<file path="src/hdl/vpcc_pkg.sv">
`timescale 1ns / 1ps
`default_nettype none
// ----------------------------------------------------------------------------
// vpcc_pkg
// Shared types, widths, codes and helper functions of the vector projection
// chain cross block.
// ----------------------------------------------------------------------------

package vpcc_pkg;

  localparam int IO_W          = 32;
  localparam int COMP_WIDTH    = 32;
  localparam int DEF_FRAC_BITS = 16;

  // exact product, sum of three products, magnitude of that sum
  localparam int PROD_W = 2 * COMP_WIDTH;
  localparam int SUM_W  = PROD_W + 2;
  localparam int MAG_W  = SUM_W - 1;
  localparam int DEN_W  = PROD_W;
  localparam int QUOT_W = COMP_WIDTH + 1;

  localparam logic [COMP_WIDTH-1:0] COMP_MAX = {1'b0, {(COMP_WIDTH - 1){1'b1}}};
  localparam logic [COMP_WIDTH-1:0] COMP_MIN = {1'b1, {(COMP_WIDTH - 1){1'b0}}};

  typedef logic signed [COMP_WIDTH-1:0] comp_t;
  typedef logic [1:0] idx_t;

  typedef struct packed {
    logic signed [IO_W-1:0] in_x;
    logic signed [IO_W-1:0] in_y;
    logic signed [IO_W-1:0] in_z;
    logic                   last;
  } in_item_t;

  typedef struct packed {
    logic signed [IO_W-1:0] res_x;
    logic signed [IO_W-1:0] res_y;
    logic signed [IO_W-1:0] res_z;
    logic [1:0]             status;
  } out_item_t;

  typedef enum logic [1:0] {
    STS_OK        = 2'd0,
    STS_ZERO_BASE = 2'd1,
    STS_SAT       = 2'd2
  } status_e;

  typedef enum logic [1:0] {
    MA_ACC,
    MA_VEC,
    MA_QUOT
  } mul_src_e;

  typedef enum logic [1:0] {
    SUM_HOLD,
    SUM_LOAD,
    SUM_ADD,
    SUM_SUB
  } sum_op_e;

  typedef enum logic [3:0] {
    ST_IDLE,
    ST_SEED,
    ST_DOT,
    ST_NORM,
    ST_CHECK,
    ST_DIV,
    ST_QSAT,
    ST_PROJ,
    ST_CROSS,
    ST_EMIT
  } state_e;

  typedef struct packed {
    logic     take;
    logic     seed;
    logic     mul_en;
    mul_src_e mul_src;
    idx_t     mul_a_idx;
    idx_t     mul_b_idx;
    sum_op_e  sum_op;
    logic     save_dot;
    logic     div_start;
    logic     quot_sat;
    logic     acc_write;
    logic     acc_clear;
    idx_t     wr_idx;
    logic     res_write;
    logic     res_clear;
    logic     out_load;
  } dp_cmd_t;

  typedef struct packed {
    logic den_zero;
    logic div_busy;
  } dp_sts_t;

  typedef struct packed {
    logic [COMP_WIDTH-1:0] val;
    logic                  flag;
  } sat_t;

  // clamp a wide signed value to a component
  function automatic sat_t sat_sum(input logic signed [SUM_W-1:0] x);
    sat_t                     r;
    logic [SUM_W-COMP_WIDTH:0] hi;
    hi     = x[SUM_W-1:COMP_WIDTH-1];
    r.flag = !((&hi) || !(|hi));
    if (r.flag) begin
      r.val = x[SUM_W-1] ? COMP_MIN : COMP_MAX;
    end else begin
      r.val = x[COMP_WIDTH-1:0];
    end
    return r;
  endfunction

  // cyclic successor over the three axes
  function automatic idx_t next_idx(input idx_t i);
    return (i == 2'd2) ? 2'd0 : i + 2'd1;
  endfunction

endpackage

`default_nettype wire

</file>
<file path="src/hdl/vpcc_div.sv">
`timescale 1ns / 1ps
`default_nettype none
// ----------------------------------------------------------------------------
// vpcc_div
// Restoring radix-2 divider: (mag << FRAC_BITS) / den, one quotient bit per
// cycle, with an up-front overflow check on the quotient width.
// ----------------------------------------------------------------------------

module vpcc_div #(
  parameter int FRAC_BITS = vpcc_pkg::DEF_FRAC_BITS
) (
  input  wire logic                        clk_i,
  input  wire logic                        rst_ni,
  input  wire logic                        start_i,
  input  wire logic [vpcc_pkg::MAG_W-1:0]  mag_i,
  input  wire logic [vpcc_pkg::DEN_W-1:0]  den_i,
  output logic                             busy_o,
  output logic [vpcc_pkg::QUOT_W-1:0]      quot_o,
  output logic                             ovf_o
);

  localparam int NUM_W = vpcc_pkg::MAG_W + FRAC_BITS;
  localparam int DEN_W = vpcc_pkg::DEN_W;
  localparam int QW    = vpcc_pkg::QUOT_W;
  localparam int CNT_W = $clog2(QW + 1);

  logic [NUM_W-1:0]       num;
  logic [DEN_W-1:0]       hi_ext;
  logic [DEN_W-1:0]       rem_q, rem_d;
  logic [DEN_W-1:0]       den_q;
  logic [QW-1:0]          lo_q, lo_d;
  logic [CNT_W-1:0]       cnt_q, cnt_d;
  logic                   ovf_q;
  logic [DEN_W:0]         trial;
  logic [DEN_W:0]         diff;
  logic                   ge;

  assign num    = NUM_W'(mag_i) << FRAC_BITS;
  assign hi_ext = DEN_W'(num[NUM_W-1:QW]);

  // shift in the next dividend bit and try the subtraction
  assign trial = {rem_q, lo_q[QW-1]};
  assign diff  = trial - {1'b0, den_q};
  assign ge    = (trial >= {1'b0, den_q});

  always_comb begin
    rem_d = rem_q;
    lo_d  = lo_q;
    cnt_d = cnt_q;
    if (start_i) begin
      rem_d = hi_ext;
      lo_d  = num[QW-1:0];
      cnt_d = CNT_W'(QW);
    end else if (cnt_q != '0) begin
      rem_d = ge ? diff[DEN_W-1:0] : trial[DEN_W-1:0];
      lo_d  = {lo_q[QW-2:0], ge};
      cnt_d = cnt_q - CNT_W'(1);
    end
  end

  always_ff @(posedge clk_i or negedge rst_ni) begin
    if (!rst_ni) begin
      cnt_q <= '0;
    end else begin
      cnt_q <= cnt_d;
    end
  end

  always_ff @(posedge clk_i) begin
    rem_q <= rem_d;
    lo_q  <= lo_d;
    if (start_i) begin
      den_q <= den_i;
      ovf_q <= (hi_ext >= den_i);
    end
  end

  assign busy_o = (cnt_q != '0);
  assign quot_o = lo_q;
  assign ovf_o  = ovf_q;

endmodule

`default_nettype wire

</file>
<file path="src/hdl/vpcc_dp.sv">
`timescale 1ns / 1ps
`default_nettype none
// ----------------------------------------------------------------------------
// vpcc_dp
// Datapath: vector registers, shared multiplier with product register,
// accumulating adder, divider, clamps, sticky status and output register.
// ----------------------------------------------------------------------------

module vpcc_dp #(
  parameter int FRAC_BITS = vpcc_pkg::DEF_FRAC_BITS
) (
  input  wire logic                clk_i,
  input  wire logic                rst_ni,
  input  wire vpcc_pkg::in_item_t  in_i,
  input  wire vpcc_pkg::dp_cmd_t   cmd_i,
  output vpcc_pkg::dp_sts_t        sts_o,
  output vpcc_pkg::out_item_t      out_o
);

  localparam int PROD_W = vpcc_pkg::PROD_W;
  localparam int SUM_W  = vpcc_pkg::SUM_W;
  localparam int MAG_W  = vpcc_pkg::MAG_W;
  localparam int DEN_W  = vpcc_pkg::DEN_W;
  localparam int QW     = vpcc_pkg::QUOT_W;

  vpcc_pkg::comp_t vec_q [3];
  vpcc_pkg::comp_t acc_q [3];
  vpcc_pkg::comp_t res_q [3];
  vpcc_pkg::comp_t qs_q;
  vpcc_pkg::comp_t ma, vb;

  logic signed [PROD_W-1:0] prod_q, prod_d;
  logic signed [SUM_W-1:0]  prod_ext;
  logic signed [SUM_W-1:0]  sum_q, sum_d;
  logic signed [SUM_W-1:0]  dot_q;
  logic signed [SUM_W-1:0]  dot_abs;
  logic signed [SUM_W-1:0]  proj_sh, res_sh;
  logic signed [SUM_W-1:0]  quot_ext, quot_sgn;

  logic [QW-1:0]   quot;
  logic            div_ovf;
  logic            div_busy;

  vpcc_pkg::sat_t    sat_p, sat_r, sat_qv;
  vpcc_pkg::status_e sticky_q, sticky_d, ev;
  vpcc_pkg::out_item_t out_q;
  logic              sat_ev;

  // ---- multiplier ----
  assign vb = vec_q[cmd_i.mul_b_idx];

  always_comb begin
    unique case (cmd_i.mul_src)
      vpcc_pkg::MA_ACC:  ma = acc_q[cmd_i.mul_a_idx];
      vpcc_pkg::MA_VEC:  ma = vb;
      vpcc_pkg::MA_QUOT: ma = qs_q;
      default:           ma = '0;
    endcase
  end

  assign prod_d   = ma * vb;
  assign prod_ext = {{(SUM_W - PROD_W){prod_q[PROD_W-1]}}, prod_q};

  // ---- accumulator ----
  always_comb begin
    unique case (cmd_i.sum_op)
      vpcc_pkg::SUM_HOLD: sum_d = sum_q;
      vpcc_pkg::SUM_LOAD: sum_d = prod_ext;
      vpcc_pkg::SUM_ADD:  sum_d = sum_q + prod_ext;
      vpcc_pkg::SUM_SUB:  sum_d = sum_q - prod_ext;
      default:            sum_d = sum_q;
    endcase
  end

  always_ff @(posedge clk_i) begin
    if (cmd_i.mul_en) begin
      prod_q <= prod_d;
    end
    sum_q <= sum_d;
    if (cmd_i.save_dot) begin
      dot_q <= sum_q;
    end
  end

  // ---- divider: |a.b| << frac over |b|^2 ----
  assign dot_abs = dot_q[SUM_W-1] ? -dot_q : dot_q;

  vpcc_div #(
    .FRAC_BITS (FRAC_BITS)
  ) u_div (
    .clk_i   (clk_i),
    .rst_ni  (rst_ni),
    .start_i (cmd_i.div_start),
    .mag_i   (dot_abs[MAG_W-1:0]),
    .den_i   (sum_q[DEN_W-1:0]),
    .busy_o  (div_busy),
    .quot_o  (quot),
    .ovf_o   (div_ovf)
  );

  assign quot_ext = $signed(SUM_W'(quot));
  assign quot_sgn = dot_q[SUM_W-1] ? -quot_ext : quot_ext;

  always_comb begin
    sat_qv = vpcc_pkg::sat_sum(quot_sgn);
    if (div_ovf) begin
      sat_qv.flag = 1'b1;
      sat_qv.val  = dot_q[SUM_W-1] ? vpcc_pkg::COMP_MIN : vpcc_pkg::COMP_MAX;
    end
  end

  // ---- scaling back by the fraction bits ----
  assign proj_sh = prod_ext >>> FRAC_BITS;
  assign res_sh  = sum_q >>> FRAC_BITS;
  assign sat_p   = vpcc_pkg::sat_sum(proj_sh);
  assign sat_r   = vpcc_pkg::sat_sum(res_sh);

  // ---- vector registers ----
  always_ff @(posedge clk_i) begin
    if (cmd_i.take) begin
      vec_q[0] <= in_i.in_x;
      vec_q[1] <= in_i.in_y;
      vec_q[2] <= in_i.in_z;
    end
    if (cmd_i.quot_sat) begin
      qs_q <= sat_qv.val;
    end
    if (cmd_i.res_clear) begin
      res_q[0] <= '0;
      res_q[1] <= '0;
      res_q[2] <= '0;
    end else if (cmd_i.res_write) begin
      res_q[cmd_i.wr_idx] <= sat_r.val;
    end
  end

  always_ff @(posedge clk_i or negedge rst_ni) begin
    if (!rst_ni) begin
      acc_q[0] <= '0;
      acc_q[1] <= '0;
      acc_q[2] <= '0;
    end else if (cmd_i.seed) begin
      acc_q[0] <= vec_q[0];
      acc_q[1] <= vec_q[1];
      acc_q[2] <= vec_q[2];
    end else if (cmd_i.acc_clear) begin
      acc_q[0] <= '0;
      acc_q[1] <= '0;
      acc_q[2] <= '0;
    end else if (cmd_i.acc_write) begin
      acc_q[cmd_i.wr_idx] <= sat_p.val;
    end
  end

  // ---- sticky status, saturation dominates ----
  assign sat_ev = (cmd_i.acc_write && sat_p.flag) || (cmd_i.res_write && sat_r.flag) ||
                  (cmd_i.quot_sat && sat_qv.flag);

  always_comb begin
    ev = vpcc_pkg::STS_OK;
    if (sat_ev) begin
      ev = vpcc_pkg::STS_SAT;
    end else if (cmd_i.acc_clear) begin
      ev = vpcc_pkg::STS_ZERO_BASE;
    end
    sticky_d = sticky_q;
    if (cmd_i.seed) begin
      sticky_d = vpcc_pkg::STS_OK;
    end else if (ev > sticky_q) begin
      sticky_d = ev;
    end
  end

  always_ff @(posedge clk_i or negedge rst_ni) begin
    if (!rst_ni) begin
      sticky_q <= vpcc_pkg::STS_OK;
    end else begin
      sticky_q <= sticky_d;
    end
  end

  // ---- output register ----
  always_ff @(posedge clk_i) begin
    if (cmd_i.out_load) begin
      out_q.res_x  <= res_q[0];
      out_q.res_y  <= res_q[1];
      out_q.res_z  <= res_q[2];
      out_q.status <= sticky_q;
    end
  end

  assign out_o          = out_q;
  assign sts_o.den_zero = (sum_q == '0);
  assign sts_o.div_busy = div_busy;

  a_div_nonzero: assert property (@(posedge clk_i) disable iff (!rst_ni)
    cmd_i.div_start |-> !sts_o.den_zero)
    else $error("divider started with a zero base length");

  a_quot_ready: assert property (@(posedge clk_i) disable iff (!rst_ni)
    cmd_i.quot_sat |-> !div_busy && $past(cmd_i.sum_op) == vpcc_pkg::SUM_HOLD)
    else $error("quotient taken while the divider is running");

endmodule

`default_nettype wire

</file>
<file path="src/hdl/vpcc_ctrl.sv">
`timescale 1ns / 1ps
`default_nettype none
// ----------------------------------------------------------------------------
// vpcc_ctrl
// Sequencer: steps the shared multiplier, adder and divider through seeding,
// projection and the final cross product, and owns the output valid flag.
// ----------------------------------------------------------------------------

module vpcc_ctrl (
  input  wire logic               clk_i,
  input  wire logic               rst_ni,
  input  wire logic               in_valid_i,
  input  wire logic               in_last_i,
  output logic                    in_ready_o,
  output logic                    out_valid_o,
  input  wire logic               out_ready_i,
  input  wire vpcc_pkg::dp_sts_t  sts_i,
  output vpcc_pkg::dp_cmd_t       cmd_o
);

  localparam logic [2:0] MAC_LAST   = 3'd3;
  localparam logic [2:0] CROSS_LAST = 3'd7;

  vpcc_pkg::state_e state_q, state_d;
  logic [2:0]       step_q, step_d;
  logic             in_run_q, in_run_d;
  logic             last_q, last_d;
  logic             out_valid_q, out_valid_d;
  logic             take;
  logic             out_free;
  vpcc_pkg::idx_t   xi, xj, xk;

  assign take     = in_valid_i && (state_q == vpcc_pkg::ST_IDLE);
  assign out_free = !out_valid_q || out_ready_i;

  // axis triple for the cross product term in progress
  assign xi = step_q[2:1];
  assign xj = vpcc_pkg::next_idx(xi);
  assign xk = vpcc_pkg::next_idx(xj);

  // ---- next state ----
  always_comb begin
    state_d  = state_q;
    step_d   = step_q + 3'd1;
    in_run_d = in_run_q;
    last_d   = last_q;
    unique case (state_q)
      vpcc_pkg::ST_IDLE: begin
        step_d = '0;
        if (take) begin
          last_d = in_last_i;
          if (!in_run_q) begin
            state_d = vpcc_pkg::ST_SEED;
          end else if (in_last_i) begin
            state_d = vpcc_pkg::ST_CROSS;
          end else begin
            state_d = vpcc_pkg::ST_DOT;
          end
        end
      end
      vpcc_pkg::ST_SEED: begin
        step_d = '0;
        if (last_q) begin
          state_d = vpcc_pkg::ST_EMIT;
        end else begin
          in_run_d = 1'b1;
          state_d  = vpcc_pkg::ST_IDLE;
        end
      end
      vpcc_pkg::ST_DOT: begin
        if (step_q == MAC_LAST) begin
          step_d  = '0;
          state_d = vpcc_pkg::ST_NORM;
        end
      end
      vpcc_pkg::ST_NORM: begin
        if (step_q == MAC_LAST) begin
          step_d  = '0;
          state_d = vpcc_pkg::ST_CHECK;
        end
      end
      vpcc_pkg::ST_CHECK: begin
        step_d  = '0;
        state_d = sts_i.den_zero ? vpcc_pkg::ST_IDLE : vpcc_pkg::ST_DIV;
      end
      vpcc_pkg::ST_DIV: begin
        step_d = '0;
        if (!sts_i.div_busy) begin
          state_d = vpcc_pkg::ST_QSAT;
        end
      end
      vpcc_pkg::ST_QSAT: begin
        step_d  = '0;
        state_d = vpcc_pkg::ST_PROJ;
      end
      vpcc_pkg::ST_PROJ: begin
        if (step_q == MAC_LAST) begin
          step_d  = '0;
          state_d = vpcc_pkg::ST_IDLE;
        end
      end
      vpcc_pkg::ST_CROSS: begin
        if (step_q == CROSS_LAST) begin
          step_d  = '0;
          state_d = vpcc_pkg::ST_EMIT;
        end
      end
      vpcc_pkg::ST_EMIT: begin
        step_d = '0;
        if (out_free) begin
          in_run_d = 1'b0;
          state_d  = vpcc_pkg::ST_IDLE;
        end
      end
      default: begin
        step_d  = '0;
        state_d = vpcc_pkg::ST_IDLE;
      end
    endcase
  end

  // ---- datapath commands ----
  always_comb begin
    cmd_o = '0;
    unique case (state_q)
      vpcc_pkg::ST_IDLE: begin
        cmd_o.take = take;
      end
      vpcc_pkg::ST_SEED: begin
        cmd_o.seed      = 1'b1;
        cmd_o.res_clear = last_q;
      end
      vpcc_pkg::ST_DOT, vpcc_pkg::ST_NORM: begin
        if (step_q != MAC_LAST) begin
          cmd_o.mul_en    = 1'b1;
          cmd_o.mul_src   = (state_q == vpcc_pkg::ST_DOT) ? vpcc_pkg::MA_ACC : vpcc_pkg::MA_VEC;
          cmd_o.mul_a_idx = step_q[1:0];
          cmd_o.mul_b_idx = step_q[1:0];
        end
        cmd_o.save_dot = (state_q == vpcc_pkg::ST_NORM) && (step_q == '0);
        if (step_q == 3'd1) begin
          cmd_o.sum_op = vpcc_pkg::SUM_LOAD;
        end else if (step_q != '0) begin
          cmd_o.sum_op = vpcc_pkg::SUM_ADD;
        end
      end
      vpcc_pkg::ST_CHECK: begin
        cmd_o.acc_clear = sts_i.den_zero;
        cmd_o.div_start = !sts_i.den_zero;
      end
      vpcc_pkg::ST_DIV: begin
        cmd_o.sum_op = vpcc_pkg::SUM_HOLD;
      end
      vpcc_pkg::ST_QSAT: begin
        cmd_o.quot_sat = 1'b1;
      end
      vpcc_pkg::ST_PROJ: begin
        if (step_q != MAC_LAST) begin
          cmd_o.mul_en    = 1'b1;
          cmd_o.mul_src   = vpcc_pkg::MA_QUOT;
          cmd_o.mul_b_idx = step_q[1:0];
        end
        if (step_q != '0) begin
          cmd_o.acc_write = 1'b1;
          cmd_o.wr_idx    = step_q[1:0] - 2'd1;
        end
      end
      vpcc_pkg::ST_CROSS: begin
        // even step a_j*b_k, odd step a_k*b_j, then the adder closes their difference
        if (xi != 2'd3) begin
          cmd_o.mul_en    = 1'b1;
          cmd_o.mul_src   = vpcc_pkg::MA_ACC;
          cmd_o.mul_a_idx = step_q[0] ? xk : xj;
          cmd_o.mul_b_idx = step_q[0] ? xj : xk;
        end
        if (step_q[0] && (step_q != CROSS_LAST)) begin
          cmd_o.sum_op = vpcc_pkg::SUM_LOAD;
        end else if (!step_q[0] && (step_q != '0)) begin
          cmd_o.sum_op = vpcc_pkg::SUM_SUB;
        end
        if (step_q[0] && (step_q != 3'd1)) begin
          cmd_o.res_write = 1'b1;
          cmd_o.wr_idx    = xi - 2'd1;
        end
      end
      vpcc_pkg::ST_EMIT: begin
        cmd_o.out_load = out_free;
      end
      default: begin
        cmd_o = '0;
      end
    endcase
  end

  always_comb begin
    out_valid_d = out_valid_q;
    if (cmd_o.out_load) begin
      out_valid_d = 1'b1;
    end else if (out_ready_i) begin
      out_valid_d = 1'b0;
    end
  end

  always_ff @(posedge clk_i or negedge rst_ni) begin
    if (!rst_ni) begin
      state_q     <= vpcc_pkg::ST_IDLE;
      step_q      <= '0;
      in_run_q    <= 1'b0;
      last_q      <= 1'b0;
      out_valid_q <= 1'b0;
    end else begin
      state_q     <= state_d;
      step_q      <= step_d;
      in_run_q    <= in_run_d;
      last_q      <= last_d;
      out_valid_q <= out_valid_d;
    end
  end

  assign in_ready_o  = (state_q == vpcc_pkg::ST_IDLE);
  assign out_valid_o = out_valid_q;

  a_div_in_wait: assert property (@(posedge clk_i) disable iff (!rst_ni)
    sts_i.div_busy |-> state_q == vpcc_pkg::ST_DIV)
    else $error("divider running outside its wait state");

  a_emit_ends_run: assert property (@(posedge clk_i) disable iff (!rst_ni)
    cmd_o.out_load |=> out_valid_q && !in_run_q && state_q == vpcc_pkg::ST_IDLE)
    else $error("result emitted without closing the run");

  a_run_seeds: assert property (@(posedge clk_i) disable iff (!rst_ni)
    (in_valid_i && in_ready_o && !in_run_q) |=> state_q == vpcc_pkg::ST_SEED)
    else $error("first vector of a run not used as seed");

endmodule

`default_nettype wire

</file>
<file path="src/hdl/vector_projection_chain_cross_core.sv">
`timescale 1ns / 1ps
`default_nettype none
// ----------------------------------------------------------------------------
// vector_projection_chain_cross_core
// Projects an accumulator along a run of 3-D Q16.16 vectors and crosses it
// with the last vector of the run.
//
// Input channel in_valid_i/in_ready_o carries one vector per transaction,
// with a last flag. The first vector of a run seeds the accumulator; each
// following vector without last projects the accumulator onto itself; the
// vector with last is crossed with the accumulator and gives one result
// transaction on out_valid_o/out_ready_i, with a sticky status (0 ok,
// 1 zero-length base seen, 2 saturation). A run of one vector gives zero.
// Steps per transaction, from acceptance until ready again:
//   seed vector: seed, then emit the result when it also carries last
//   projection: dot product and base norm on the shared 32x32 multiplier,
//     zero check (a zero-length base stops there), the 33-step radix-2
//     divider, then the projection passes on the multiplier
//   last vector: cross product passes, then the result is emitted
// One vector is worked on at a time. The result sits in an output register,
// so a stalled receiver holds the block only when a further result is ready
// to be written. Reset clears the sequencer, the run flag and the status,
// and the next vector starts a fresh run.
// ----------------------------------------------------------------------------

module vector_projection_chain_cross_core #(
  parameter int FRAC_BITS = vpcc_pkg::DEF_FRAC_BITS
) (
  input  wire logic                 clk_i,
  input  wire logic                 rst_ni,
  input  wire vpcc_pkg::in_item_t   in_i,
  input  wire logic                 in_valid_i,
  output logic                      in_ready_o,
  output vpcc_pkg::out_item_t       out_o,
  output logic                      out_valid_o,
  input  wire logic                 out_ready_i
);

  vpcc_pkg::dp_cmd_t cmd;
  vpcc_pkg::dp_sts_t sts;

  vpcc_ctrl u_ctrl (
    .clk_i       (clk_i),
    .rst_ni      (rst_ni),
    .in_valid_i  (in_valid_i),
    .in_last_i   (in_i.last),
    .in_ready_o  (in_ready_o),
    .out_valid_o (out_valid_o),
    .out_ready_i (out_ready_i),
    .sts_i       (sts),
    .cmd_o       (cmd)
  );

  vpcc_dp #(
    .FRAC_BITS (FRAC_BITS)
  ) u_dp (
    .clk_i  (clk_i),
    .rst_ni (rst_ni),
    .in_i   (in_i),
    .cmd_i  (cmd),
    .sts_o  (sts),
    .out_o  (out_o)
  );

endmodule

`default_nettype wire

</file>
<file path="config.mk">
export PLATFORM = sky130hd
export DESIGN_NAME = vector_projection_chain_cross_core
export DESIGN_NICKNAME = d
export VERILOG_FILES = /design/src/hdl/vpcc_pkg.sv /design/src/hdl/vpcc_div.sv /design/src/hdl/vpcc_dp.sv /design/src/hdl/vpcc_ctrl.sv /design/src/hdl/vector_projection_chain_cross_core.sv
export SDC_FILE = /design/constraint.sdc
export NUM_CORES = 2
export LEC_CHECK = 0
export BUFFER_PORTS_ARGS = -buffer_cell sky130_fd_sc_hd__buf_2
export CELL_PAD_IN_SITES_DETAIL_PLACEMENT = 0
export CELL_PAD_IN_SITES_GLOBAL_PLACEMENT = 1
export CORE_ASPECT_RATIO = 0.5
export CORE_MARGIN = 2
export CORE_UTILIZATION = 40
export CTS_CLUSTER_DIAMETER = 150
export DETAILED_ROUTE_END_ITERATION = 10
export PLACE_DENSITY = 0.69
export REMOVE_ABC_BUFFERS = 1
export SKIP_LAST_GASP = 1
export SLEW_MARGIN = 20
export SYNTH_ARGS = -nofsm -noshare
export SYNTH_HDL_FRONTEND = slang
export SYNTH_SLANG_ARGS = --single-unit
</file>
<file path="constraint.sdc">
create_clock -name clk_i -period 15 [get_ports clk_i]
set_input_delay 0.75 -clock clk_i [delete_from_list [all_inputs] [get_ports clk_i]]
set_output_delay 0.75 -clock clk_i [all_outputs]
set_load 0.01 [all_outputs]
</file>
==> results.md <==
* FMAX at roughly 73 MHz
* Synth unique cells at 84
* Synth top area cells: fa_1 (28%), edfxtp_1 (25%), ha_1 (6.0%)
* CTS buffer count at between 80 and 90
* 1st-iter DRT viols at 5,617
* Vias in the first global route at 60,700
* Startpoint types: flop
* Synth area leader: fa_1
* PortBufs at 200
* Setup Skew at about 0.094 ns
* CTS Buffer Depth at 3
* CTS root buffer: clkbuf_16
* Clock sinks at 794
* Crit path DAT at about 14 ns
* Clock transition at path regs at 0.07 ns
* Die Area at around 200,000 sq um
* Worst setup startpoint: u_ctrl.step_q[0]
* Overall Global Routing Usage at 27.6%
* Rel. slew slack at 17.6%
* Post-DP HPWL at 210,000 um
* Worst Tran Pin Value at 1.24 ns
* CTS tree: built
* H-tree Lvls at 3
* CP bufs+invs at 8
* CP most frequent cell: fa_1
* FP Rows at about 110
* Synth async-reset ratio at around 14%
* Period utilization at 91.0%
* Crit-path slowest cell: o221ai_2
* Max-cap violations at 0
* Critical path's top delay family: compound AO/OA/AOI/OAI gates
* Via count at 60,500
* Routed length per instance at approximately 25 um
* Drt pass-1 iters at 6
* Chip Width at 629 um
* Sequential element share of the synthesized area at 29.3%
* Period minus WS final at 13.65 ns
* Final Routed Wirelength at 276,000 um
* Clk Latency, worst-skew pair at 0.73 ns
* Drc violations at 0
* Post-CTS Hold Buffers at 0
* Largest net degree at the start of global routing at 96
* Top post-synthesis cells by count: nor2_1 (1,143), inv_1 (1,137), fa_1 (1,084), nand2_1 (744), a21oi_1 (680)
* PostCTS Resize Cnt at 0
* Post-synthesis cell area at ~80,000 sq um
* Hold slack at 0.172 ns
* Setup crit end kind: flop
* Critical path's largest stage delay at a little under 0.9 ns
* Seq cells post-synth at 794
* Final Max Slew Viols at 0
* Vias per cell at 5.58
* GRT overflow at 0
* Die Span Y at 317 um
* Hold Vio Cnt, Final at 0
* Top cell type's share of synthesized area at between 20% and 30%
* Initial Utilization at 40.4%
* EDFF count, synth at 648
* Main synth FF type: edfxtp_1
* Routed Antenna Nets at 0
* Status: completed
* Core Region at 194,000 sq um
* Average instance area after synthesis at 9.65 sq um
* Synth warn at 0
* Area growth, synth to finish at 9.47%
* Worst r2r src: u_ctrl.step_q[0]
* # IOs at between 200 and 250
* Initial antenna violation count at 7
* Gpl congestion at 0.951
* First-pass GRT wire length at 405,000 um
* Crit Path Class: reg -> reg
* Count leader, synth: nor2_1
* Layout Nets at a little under 10,000
* Cells after synthesis at 8,105
* Unrepaired setup endpoints after global routing: no
* Share of cells above drive strength 1 at 7.71%
* Worst Hold Class: in -> async
* Crit path max fanout at 27
* Final setup violation count at 0
* Setup Buffers After CTS at 0
* Req. time, crit path at 15.46 ns
-- cells in the final DEF (no fill, tap or decap), drive strengths merged, types with 56 or more instances in the layout --
cell,n
a21o,158
a21oi,680
buf,374
clkbuf,98
dfrtp,114
edfxtp,648
fa,1084
ha,377
inv,1143
mux2i,82
nand2,745
nand2b,56
nand3,72
nand4,62
nor2,1143
nor3,79
o21ai,312
xnor2,205
xor2,136
-- worst reg2reg max path: cells and delay by family (launching register included) --
kind                     cells  cell delay, ns
AO/OA/AOI/OAI               14            5.18
AND/OR/NAND/NOR              4            1.00
multiplexers                 1            0.12
XOR/XNOR                     1            0.12
buffers and inverters        8            1.27
adder cells (fa/ha/maj)     11            5.09
flip-flops                   1            0.64
-- per-layer routing --
layer / share of wire, % / vias up / track usage (%)
met1: 42 / 30900 / 37.1
met4: 4.0 / 4 / 9.22
li1: - / 26700 / -
met3: 8.4 / 509 / 5.88
met2: 46 / 2411 / 44.8
met5: 0.0094 / - / 0
-- logic make-up (layout without fill, tap and decap cells) --
logic type | Yosys count | count (layout) | share of synthesized area (%)
fa+ha+maj | 1461 | 1461 | 33.8
other cells | 0 | 8 | 0
flops | 794 | 794 | 29.3
compound gates | 1514 | 1514 | 11.7
mux | 87 | 87 | 1.12
xor+xnor | 341 | 341 | 3.82
simple gates | 2368 | 2368 | 12.8
buf+inv | 1540 | 1667 | 7.45
-- final cells by class --
cell class	instances	area, sq um
inverter	1140	4280
timing repair buffer	374	2310
clock buffer	98	2170
multi-input combinational	5771	49900
fill	18900	108000
tap	2610	3270
clock inverter	55	703
sequential	794	23000
antenna	8	20.0
-- sequential cells by signal, indices dropped and copies added, names as in the netlist --
signal              count
out_o                  96
u_ctrl.in_run_q         1
u_ctrl.last_q           1
u_ctrl.out_valid_o      1
u_ctrl.state_q          4
u_ctrl.step_q           3
u_dp.acc_q             96
u_dp.dot_q             66
u_dp.out_o              2
u_dp.prod_q            64
u_dp.qs_q              32
u_dp.res_q             96
u_dp.sticky_q           2
u_dp.sum_q             66
u_dp.u_div.cnt_q        6
u_dp.u_div.den_q       64
u_dp.u_div.ovf_o        1
u_dp.u_div.quot_o      33
u_dp.u_div.rem_q       64
u_dp.vec_q             96
-- worst paths after layout --
kind	to	slack, ns	cells after the start
max in group asynchronous	u_dp.acc_q[69]	13.32	2
min	u_dp.acc_q[90]	0.17	1
max	u_dp.prod_q[50]	1.35	39
max reg2reg	u_dp.prod_q[50]	1.35	39
min reg2reg	out_o[65]	0.38	0
min in group clk_i	u_dp.vec_q[1][18]	0.21	1
-- through the flow --
step | worst slack [ns] | setup TNS (ns) | utilization (%) | cell area [sq um] | cells
final | 1.35 | 0 | 44.2 | 85600 | 10900
after global routing | 0.791 | 0 | 44.2 | 85600 | 10800
after CTS | 1.69 | 0 | 44.2 | 85600 | 10800
after global placement | 1.61 | 0 | 42.7 | 82700 | 10700
after floorplan | -0.306 | -0.875 | - | 76700 | 7705
after detailed placement | 1.68 | 0 | 42.7 | 82700 | 10700
Power is left out: the tool's default activity adds up to more than one toggle a clock period on the data nets, which glitch-free logic cannot reach.
